<file path="src/hw/rtl/daq_event_deframe_filter_assert.svh">
// Assertion macros for the event deframer and filter
`ifndef DAQ_EVENT_DEFRAME_FILTER_ASSERT_SVH
`define DAQ_EVENT_DEFRAME_FILTER_ASSERT_SVH

`ifndef SYNTH

`define DAQEDF_ASSERT(lbl, clk, rst_n, prop) \
  lbl: assert property (@(posedge clk) disable iff (!rst_n) prop) \
    else $error("daq_event_deframe_filter: assertion failed");

`define DAQEDF_NEVER(lbl, clk, rst_n, cond) \
  lbl: assert property (@(posedge clk) disable iff (!rst_n) !(cond)) \
    else $error("daq_event_deframe_filter: forbidden condition seen");

`else

`define DAQEDF_ASSERT(lbl, clk, rst_n, prop)

`define DAQEDF_NEVER(lbl, clk, rst_n, cond)

`endif

`endif

</file>
<file path="src/hw/rtl/daqedf_pkg.sv">
`default_nettype none

package daqedf_pkg;

  typedef enum logic [1:0] {
    PH_HUNT,
    PH_HEAD,
    PH_PAYLOAD
  } phase_t;

  localparam logic [31:0] SYNC_V1 = 32'hbeef2021;
  localparam logic [31:0] SYNC_V2 = 32'hbeef2022;

  localparam logic [3:0] VER_ONE = 4'd1;
  localparam logic [3:0] VER_TWO = 4'd2;

  localparam logic [1:0] ST_OK        = 2'd0;
  localparam logic [1:0] ST_V1_UNSUP  = 2'd1;
  localparam logic [1:0] ST_BAD_VER   = 2'd2;

  localparam logic [4:0] IDX_HEADER  = 5'd1;
  localparam logic [4:0] IDX_SAMPLE0 = 5'd2;
  localparam logic [4:0] IDX_SPILL   = 5'd10;
  localparam logic [4:0] IDX_TICK    = 5'd11;
  localparam logic [4:0] IDX_RUN     = 5'd13;

  localparam logic [16:0] LEFT_HEAD = 17'd13;

  localparam logic [1:0] REG_SKIP    = 2'd0;
  localparam logic [1:0] REG_TICK_LO = 2'd1;
  localparam logic [1:0] REG_TICK_HI = 2'd2;

  localparam logic [31:0] TICK_HI_RST = 32'hffffffff;

  typedef struct packed {
    logic [15:0] spill_skip;
    logic [31:0] tick_lo;
    logic [31:0] tick_hi;
  } cfg_t;

  typedef struct packed {
    logic        valid;
    logic [31:0] data_word;
    logic        first_of_event;
    logic        last_of_event;
    logic        keep_event;
    logic [63:0] timestamp;
    logic [11:0] spill_number;
    logic [31:0] tick_count;
    logic [1:0]  status;
  } res_t;

endpackage

`default_nettype wire

</file>
<file path="src/hw/rtl/daqedf_core.sv">
`default_nettype none

module daqedf_core (
  input  wire logic              clk,
  input  wire logic              rst_n,
  input  wire logic              step,
  input  wire logic [31:0]       word,
  input  wire daqedf_pkg::cfg_t  cfg,
  output daqedf_pkg::res_t       res
);
  import daqedf_pkg::*;

  phase_t      phase_r, phase_nxt;
  logic [4:0]  idx_r, idx_nxt;
  logic [16:0] left_r, left_nxt;
  logic [11:0] ev_spill_r, ev_spill_nxt;
  logic [31:0] ev_ticks_r, ev_ticks_nxt;
  logic [11:0] prev_spill_r, prev_spill_nxt;
  logic        prev_valid_r, prev_valid_nxt;
  logic [15:0] skips_r, skips_nxt;
  logic [31:0] kept_r, kept_nxt;
  logic        keeping_r, keeping_nxt;

  logic        is_sync;
  logic [3:0]  version;
  logic        hdr_bad;
  logic        fin;
  logic        in_win;
  logic        new_spill;
  logic        skipping;
  logic        keep;
  logic [31:0] kept_inc;
  logic [31:0] kept_eff;

  assign is_sync = (word == SYNC_V1) || (word == SYNC_V2);
  assign version = word[31:28];

  assign hdr_bad = (phase_r == PH_HEAD) && (idx_r == IDX_HEADER) && (version != VER_TWO);
  assign fin = ((phase_r == PH_HEAD) && (idx_r == IDX_RUN) && (left_r <= LEFT_HEAD)) ||
               ((phase_r == PH_PAYLOAD) && (left_r <= 17'd1));

  assign in_win    = (ev_ticks_r >= cfg.tick_lo) && (ev_ticks_r <= cfg.tick_hi);
  assign new_spill = !prev_valid_r || (ev_spill_r != prev_spill_r);
  assign skipping  = skips_r < cfg.spill_skip;
  assign kept_inc  = kept_r + 32'd1;
  assign keep      = in_win && (new_spill ? !skipping : keeping_r);
  assign kept_eff  = (in_win && new_spill && !skipping) ? kept_inc : kept_r;

  always_comb begin
    phase_nxt      = phase_r;
    idx_nxt        = idx_r;
    left_nxt       = left_r;
    ev_spill_nxt   = ev_spill_r;
    ev_ticks_nxt   = ev_ticks_r;
    prev_spill_nxt = prev_spill_r;
    prev_valid_nxt = prev_valid_r;
    skips_nxt      = skips_r;
    kept_nxt       = kept_r;
    keeping_nxt    = keeping_r;
    if (step) begin
      unique case (phase_r)
        PH_HUNT: begin
          if (is_sync) begin
            phase_nxt = PH_HEAD;
            idx_nxt   = IDX_HEADER;
          end
        end
        PH_HEAD: begin
          if (idx_r == IDX_HEADER) begin
            if (version == VER_TWO) begin
              left_nxt = {word[15:0], 1'b0} - 17'd1;
              idx_nxt  = IDX_SAMPLE0;
            end else begin
              phase_nxt = PH_HUNT;
              idx_nxt   = '0;
              left_nxt  = '0;
            end
          end else begin
            if (idx_r == IDX_SPILL) ev_spill_nxt = word[23:12];
            if (idx_r == IDX_TICK) ev_ticks_nxt = word;
            if (idx_r == IDX_RUN) begin
              if (fin) begin
                phase_nxt = PH_HUNT;
                idx_nxt   = '0;
                left_nxt  = '0;
              end else begin
                left_nxt  = left_r - LEFT_HEAD;
                phase_nxt = PH_PAYLOAD;
                idx_nxt   = '0;
              end
            end else begin
              idx_nxt = idx_r + 5'd1;
            end
          end
        end
        PH_PAYLOAD: begin
          if (fin) begin
            phase_nxt = PH_HUNT;
            idx_nxt   = '0;
            left_nxt  = '0;
          end else begin
            left_nxt = left_r - 17'd1;
          end
        end
        default: begin
          phase_nxt = PH_HUNT;
        end
      endcase
      if (fin && in_win && new_spill) begin
        prev_spill_nxt = ev_spill_r;
        prev_valid_nxt = 1'b1;
        if (skipping) begin
          skips_nxt   = skips_r + 16'd1;
          keeping_nxt = 1'b0;
        end else begin
          keeping_nxt = 1'b1;
          kept_nxt    = kept_inc;
        end
      end
    end
  end

  always_comb begin
    res                = '0;
    res.valid          = (phase_r != PH_HUNT) || is_sync;
    res.data_word      = word;
    res.first_of_event = (phase_r == PH_HUNT);
    res.last_of_event  = fin || hdr_bad;
    if (fin) begin
      res.keep_event   = keep;
      res.timestamp    = keep ? {kept_eff, ev_ticks_r} : 64'd0;
      res.spill_number = ev_spill_r;
      res.tick_count   = ev_ticks_r;
    end
    if (hdr_bad) begin
      res.status = (version == VER_ONE) ? ST_V1_UNSUP : ST_BAD_VER;
    end else begin
      res.status = ST_OK;
    end
  end

  always_ff @(posedge clk) begin
    if (!rst_n) begin
      phase_r      <= PH_HUNT;
      idx_r        <= '0;
      left_r       <= '0;
      ev_spill_r   <= '0;
      ev_ticks_r   <= '0;
      prev_spill_r <= '0;
      prev_valid_r <= 1'b0;
      skips_r      <= '0;
      kept_r       <= '0;
      keeping_r    <= 1'b0;
    end else begin
      phase_r      <= phase_nxt;
      idx_r        <= idx_nxt;
      left_r       <= left_nxt;
      ev_spill_r   <= ev_spill_nxt;
      ev_ticks_r   <= ev_ticks_nxt;
      prev_spill_r <= prev_spill_nxt;
      prev_valid_r <= prev_valid_nxt;
      skips_r      <= skips_nxt;
      kept_r       <= kept_nxt;
      keeping_r    <= keeping_nxt;
    end
  end

endmodule

`default_nettype wire

</file>
<file path="src/hw/rtl/daq_event_deframe_filter.sv">
// A transferred word is held in the input register, and its result in the result register.
// Throughput: one word per cycle; the input register and the result register
// let a new word in while a result waits, a stall of the result side holds both.
// Words dropped while hunting for sync produce no result.
// Reset (synchronous, active low) clears framing state, spill counters, and
// restores the registers to their defaults (upper tick bound all ones).
`default_nettype none

`include "daq_event_deframe_filter_assert.svh"

module daq_event_deframe_filter (
  input  wire logic         clk,
  input  wire logic         rst_n,
  input  wire logic         in_tvalid,
  output logic              in_tready,
  input  wire logic [31:0]  in_tdata,   // word[31:0]
  output logic              out_tvalid,
  input  wire logic         out_tready,
  // data_word[31:0], timestamp[95:32], spill_number[107:96],
  // tick_count[139:108], zero[143:140]
  output logic [143:0]      out_tdata,
  output logic              out_tlast,  // last_of_event
  output logic [3:0]        out_tuser,  // first_of_event[0], keep_event[1], status[3:2]
  input  wire logic         cfg_psel,
  input  wire logic         cfg_penable,
  input  wire logic         cfg_pwrite,
  input  wire logic [3:0]   cfg_paddr,
  input  wire logic [31:0]  cfg_pwdata,
  output logic [31:0]       cfg_prdata,
  output logic              cfg_pready
);
  import daqedf_pkg::*;

  cfg_t        cfg_r;
  logic        cfg_wr;

  logic        in_valid_r;
  logic [31:0] in_word_r;
  logic        advance;
  logic        step;
  res_t        res;

  logic        out_valid_r;
  res_t        out_r;

  assign cfg_pready = 1'b1;
  assign cfg_wr     = cfg_psel && cfg_penable && cfg_pwrite && cfg_pready;

  always_ff @(posedge clk) begin
    if (!rst_n) begin
      cfg_r.spill_skip <= '0;
      cfg_r.tick_lo    <= '0;
      cfg_r.tick_hi    <= TICK_HI_RST;
    end else if (cfg_wr) begin
      unique case (cfg_paddr[3:2])
        REG_SKIP:    cfg_r.spill_skip <= cfg_pwdata[15:0];
        REG_TICK_LO: cfg_r.tick_lo    <= cfg_pwdata;
        REG_TICK_HI: cfg_r.tick_hi    <= cfg_pwdata;
        default: ;
      endcase
    end
  end

  always_comb begin
    unique case (cfg_paddr[3:2])
      REG_SKIP:    cfg_prdata = {16'd0, cfg_r.spill_skip};
      REG_TICK_LO: cfg_prdata = cfg_r.tick_lo;
      REG_TICK_HI: cfg_prdata = cfg_r.tick_hi;
      default:     cfg_prdata = '0;
    endcase
  end

  assign advance   = !out_valid_r || out_tready;
  assign step      = in_valid_r && advance;
  assign in_tready = !in_valid_r || advance;

  always_ff @(posedge clk) begin
    if (!rst_n) begin
      in_valid_r <= 1'b0;
    end else if (in_tready) begin
      in_valid_r <= in_tvalid;
    end
  end

  always_ff @(posedge clk) begin
    if (in_tready) begin
      in_word_r <= in_tdata;
    end
  end

  daqedf_core u_core (
    .clk   (clk),
    .rst_n (rst_n),
    .step  (step),
    .word  (in_word_r),
    .cfg   (cfg_r),
    .res   (res)
  );

  always_ff @(posedge clk) begin
    if (!rst_n) begin
      out_valid_r <= 1'b0;
    end else if (advance) begin
      out_valid_r <= step && res.valid;
    end
  end

  always_ff @(posedge clk) begin
    if (advance) begin
      out_r <= res;
    end
  end

  assign out_tvalid = out_valid_r;
  assign out_tdata  = {4'd0, out_r.tick_count, out_r.spill_number,
                       out_r.timestamp, out_r.data_word};
  assign out_tlast  = out_r.last_of_event;
  assign out_tuser  = {out_r.status, out_r.keep_event, out_r.first_of_event};

  `DAQEDF_ASSERT(a_first_not_last, clk, rst_n,
                 out_valid_r && out_r.first_of_event |-> !out_r.last_of_event)
  `DAQEDF_ASSERT(a_verdict_on_last, clk, rst_n,
                 out_valid_r && (out_r.keep_event || out_r.status != ST_OK)
                 |-> out_r.last_of_event)
  `DAQEDF_ASSERT(a_ts_low_is_ticks, clk, rst_n,
                 out_valid_r && out_r.keep_event
                 |-> out_r.timestamp[31:0] == out_r.tick_count)
  `DAQEDF_NEVER(a_no_result_lost, clk, rst_n,
                out_valid_r && !out_tready && $past(rst_n) &&
                $past(out_valid_r && !out_tready) && !$stable(out_r))

endmodule

`default_nettype wire
</file>
<file path="config.mk">
export PLATFORM = sky130hd
export DESIGN_NAME = daq_event_deframe_filter
export DESIGN_NICKNAME = d
export VERILOG_FILES = /design/src/hw/rtl/daqedf_pkg.sv /design/src/hw/rtl/daqedf_core.sv /design/src/hw/rtl/daq_event_deframe_filter.sv
export VERILOG_INCLUDE_DIRS = /design/src /design/src/hw/rtl
export SDC_FILE = /design/constraint.sdc
export NUM_CORES = 1
export LEC_CHECK = 0
export ABC_AREA = 1
export ABC_CLOCK_PERIOD_IN_PS = 5000
export BUFFER_PORTS_ARGS = -buffer_cell sky130_fd_sc_hd__buf_2
export CAP_MARGIN = 20
export CORE_AREA = 8 8 233 179
export CTS_BUF_LIST = sky130_fd_sc_hd__clkbuf_8 sky130_fd_sc_hd__clkbuf_16
export CTS_CLUSTER_DIAMETER = 100
export DETAILED_ROUTE_END_ITERATION = 8
export DIE_AREA = 0 0 241 187
export PLACE_DENSITY = 0.73
export SLEW_MARGIN = 10
export SYNTH_ARGS = -nofsm -noshare
export SYNTH_HDL_FRONTEND = slang
export SYNTH_SLANG_ARGS = --single-unit
</file>
<file path="constraint.sdc">
create_clock -name clk -period 5 [get_ports clk]
set_input_delay 0.25 -clock clk [delete_from_list [all_inputs] [get_ports clk]]
set_output_delay 0.25 -clock clk [all_outputs]
set_load 0.01 [all_outputs]
</file>
==> flow_metrics.env <==
export IMPL_rrSetupSlack_ns=1.56
export IMPL_dp_slack_ns=1.60
export IMPL_rsz0062_at_grt="no"
export IMPL_status="complete, no violations"
export IMPL_cts_resized=0
export IMPL_cts_root_buf="clkbuf_16"
export IMPL_drc=0
export IMPL_dr_pass1_iters=5
export IMPL_path_max_fanout=45
export IMPL_dpl_hpwl_mm=39.3
export IMPL_track_usage=0.236
export IMPL_drt_total_wl_mm=55.0
export IMPL_cp_cell_sequence="ha_1 -> nand2_1 -> nor2_1 -> nand4_1 -> nor3_1 -> nand2_1 -> clkinv_1 -> nand2_1 -> nand2_2 -> nand4_4 -> buf_4 -> nor2_4 -> inv_2 -> nand2_1 -> a21oi_1"
export IMPL_die_area_mm2=0.0451
export IMPL_p_leak_nw=9.84
export IMPL_fin_nets=2605
export IMPL_max_clock_freq_ghz=0.291
export IMPL_setup_violations=0
export IMPL_cp_slowest_cell="nor2_4"
export IMPL_fin_util=0.593
export IMPL_path_clk_slew_ns=0.06
export IMPL_p_per_area_mw_per_mm2=316
export IMPL_rr_startpoint="u_core.ev_ticks_r[31]"
export IMPL_synth_edf_count=177
export IMPL_crit_buf_inv=3
export IMPL_path_delay_family="simple AND/OR/NAND/NOR gates"
export IMPL_synthToLayoutAreaGrowth_pct=20.0
export IMPL_synth_warnings=0
export IMPL_core_area_mm2=0.0379
export IMPL_setup_tns_ns=0
export IMPL_die_w_um=241
export IMPL_grt_pass1_wl_mm=85.4
export IMPL_synthDistinctLibCells=53
export IMPL_initialDrtViolationCount=1695
export IMPL_slew_headroom=0.291
export IMPL_postCtsSetupRepairBufs=0
export IMPL_grt_pass1_vias=15300
export IMPL_hold_depth=3
export IMPL_vias_per_cell=5.43
export IMPL_vias=16200
export IMPL_synth_seq_cells=389
export IMPL_wire_per_inst_um=18.4
export IMPL_hold_viol=0
export IMPL_die_y_um=187
export IMPL_cp_end_kind="flop"
export IMPL_worstMarginPinSlew_ns=1.06
export IMPL_period_share=0.688
export IMPL_crit_required_ns=5.40
export IMPL_clock_latency_ns=0.55
export IMPL_drive_above_1_share=0.150
export IMPL_reg2reg_to="u_core.kept_r[22]"
export IMPL_layout_commonest_cell="nand2_1"
export IMPL_grt_max_degree=92
export IMPL_hold_path_class="in2reg"
export IMPL_async_flop_share=0
export IMPL_finalMaxSlewViolations=0
export IMPL_cp_start_kind="flop"
export IMPL_gp_congestion=0.959
export IMPL_ant_nets=0
export IMPL_worstHoldStart="cfg_pwdata[3]"
export IMPL_cpMostUsedCell="nand2_1"
export IMPL_maxCapViolations=0
export IMPL_gr_total_overflow=0
export IMPL_placementRows=62
export IMPL_netlist_area_mm2=0.0187
export IMPL_antenna_found_initial=0
export IMPL_hold_path_end="cfg_r[3]"
export IMPL_worstSetupPathType="reg2reg"
export IMPL_ir_drop_v=0.000279
export IMPL_avgSynthCellArea_um2=8.66
export IMPL_critPathArrivalTime_ns=3.84
export IMPL_mostFrequentLayoutCells="373 x nand2_1, 262 x inv_1, 250 x buf_2"
export IMPL_clock_sinks=389
export IMPL_finalClockSkew_ns=0.0204
export IMPL_clk_path_buf_depth=3
export IMPL_period_needed_ns=3.44
export IMPL_start_util=0.494
export IMPL_cpPeakStageDelay_ns=0.55
export IMPL_postCtsHoldBufs=64
export IMPL_numCtsBuffers=41
export IMPL_syn_inst=2158
export IMPL_seq_area_frac_synth=0.511
export IMPL_portBuffers=251
export IMPL_rr_worst_depth=15
export IMPL_cts_tree="done"
export IMPL_pin_count=259
export IMPL_htreeDepth=2
export IMPL_fin_ws_ns=1.56
export IMPL_synthFlopType="dfxtp_1"
-- power breakdown --
part / switching [mW] / total [mW] / leakage, nW / internal (mW)
clock: 1.27 / 3.27 / 0.740 / 2.00
combinational: 0.282 / 0.427 / 5.32 / 0.144
sequential: 0.0388 / 3.39 / 3.78 / 3.35
total: 1.59 / 7.09 / 9.84 / 5.49
-- final cells by class --
type	instances	area, um^2
Antenna cell	1	2.50
Clock inverter	23	244
Timing Repair Buffer	328	2010
Tap cell	512	641
Clock buffer	53	1240
Sequential cell	389	9560
Inverter	266	998
Fill cell	3286	15400
Multi-Input combinational cell	1411	7750
-- cells in the mapped netlist, types with 3 or more instances --
| cell type | count | share of area |
|---|---|---|
| dfxtp_1 | 212 | 0.23 |
| clkbuf_1 | 62 | 0.012 |
| o21ai_1 | 6 | 0.0016 |
| a21oi_1 | 211 | 0.056 |
| nand2_1 | 374 | 0.075 |
| nor2_4 | 4 | 0.0024 |
| o211ai_1 | 35 | 0.014 |
| nand3_2 | 3 | 0.0016 |
| o21a_1 | 10 | 0.0040 |
| a211oi_1 | 3 | 0.0012 |
| ha_1 | 93 | 0.062 |
| nor2_1 | 205 | 0.041 |
| inv_2 | 6 | 0.0012 |
| buf_4 | 5 | 0.0020 |
| nor3_1 | 63 | 0.017 |
| nor3b_1 | 5 | 0.0020 |
| nor4_1 | 11 | 0.0037 |
| and2_1 | 3 | 0.0010 |
| a31oi_1 | 11 | 0.0037 |
| xor2_1 | 54 | 0.025 |
| buf_2 | 16 | 0.0043 |
| buf_6 | 5 | 0.0030 |
| buf_1 | 6 | 0.0012 |
| clkinv_1 | 3 | 0.00060 |
| inv_1 | 257 | 0.052 |
| nand3_1 | 55 | 0.015 |
| edfxtp_1 | 177 | 0.28 |
| nor2_2 | 11 | 0.0037 |
| o21ai_0 | 156 | 0.042 |
| xnor2_1 | 5 | 0.0023 |
| o221ai_1 | 17 | 0.0080 |
| o22ai_1 | 22 | 0.0074 |
| nand4_1 | 22 | 0.0074 |
-- worst reg2reg max path, cell delays in order (launching register included) --
cell      delay, ns
dfxtp_1        0.38
ha_1           0.33
nand2_1        0.07
nor2_1         0.15
nand4_1        0.14
nor3_1         0.28
nand2_1        0.11
clkinv_1       0.05
nand2_1        0.05
nand2_2        0.15
nand4_4        0.11
buf_4          0.31
nor2_4         0.55
inv_2          0.39
nand2_1        0.17
a21oi_1        0.07
-- kinds of logic after synthesis --
logic type	share of synthesized area
adders and majority gates	0.0622
buffers and inverters	0.0766
DFF	0.511
other	0.000402
AOI/OAI and AO/OA	0.144
and+or+nand+nor	0.178
xor gates and xnor gates	0.0276
-- per-stage QoR --
step                      hold slack (ns)  instances  power, mW  instance area, um^2
after CTS                         0.00295       2981       7.12                22400
after global routing               0.0631       2982       7.29                22400
after global placement              0.426       2841       3.82                20300
after floorplan                     0.349       2161       3.67                18700
after detailed placement            0.428       2841       3.83                20300
final                              0.0388       2983       7.09                22400
-- metal layers --
layer	routed length (um)	up-vias	track usage
met5	0	-	0
met4	1440	0	0.0699
met3	5220	102	0.0530
met2	24500	654	0.364
met1	23900	7604	0.329
li1	-	7841	-
-- worst max-delay path by stage --
stage	slack (ns)	startpoint	cells past startpoint	endpoint
2_1_floorplan	1.37	out_tvalid	11	u_core.left_r[7]
3_3_place_gp	1.70	u_core.ev_ticks_r[31]	15	u_core.kept_r[0]
3_5_place_dp	1.60	u_core.ev_ticks_r[31]	15	u_core.kept_r[2]
4_1_cts	1.59	u_core.ev_ticks_r[31]	15	u_core.kept_r[2]
5_1_grt	1.34	u_core.ev_ticks_r[31]	15	u_core.kept_r[29]
6_report	1.56	u_core.ev_ticks_r[31]	15	u_core.kept_r[22]
-- flip-flops by register name (all words and copies together) (netlist names) --
signal and cells:
out_tdata 140, cfg_r 80, in_word_r 32, u_core.ev_ticks_r 32, u_core.kept_r 32, u_core.left_r 17
u_core.skips_r 16, u_core.ev_spill_r 12, u_core.prev_spill_r 12, u_core.idx_r 5, out_tuser 4, u_core.phase_r 2
in_valid_r 1, out_tlast 1, out_tvalid 1, u_core.keeping_r 1, u_core.prev_valid_r 1
(Power assumes the default switching activity.)
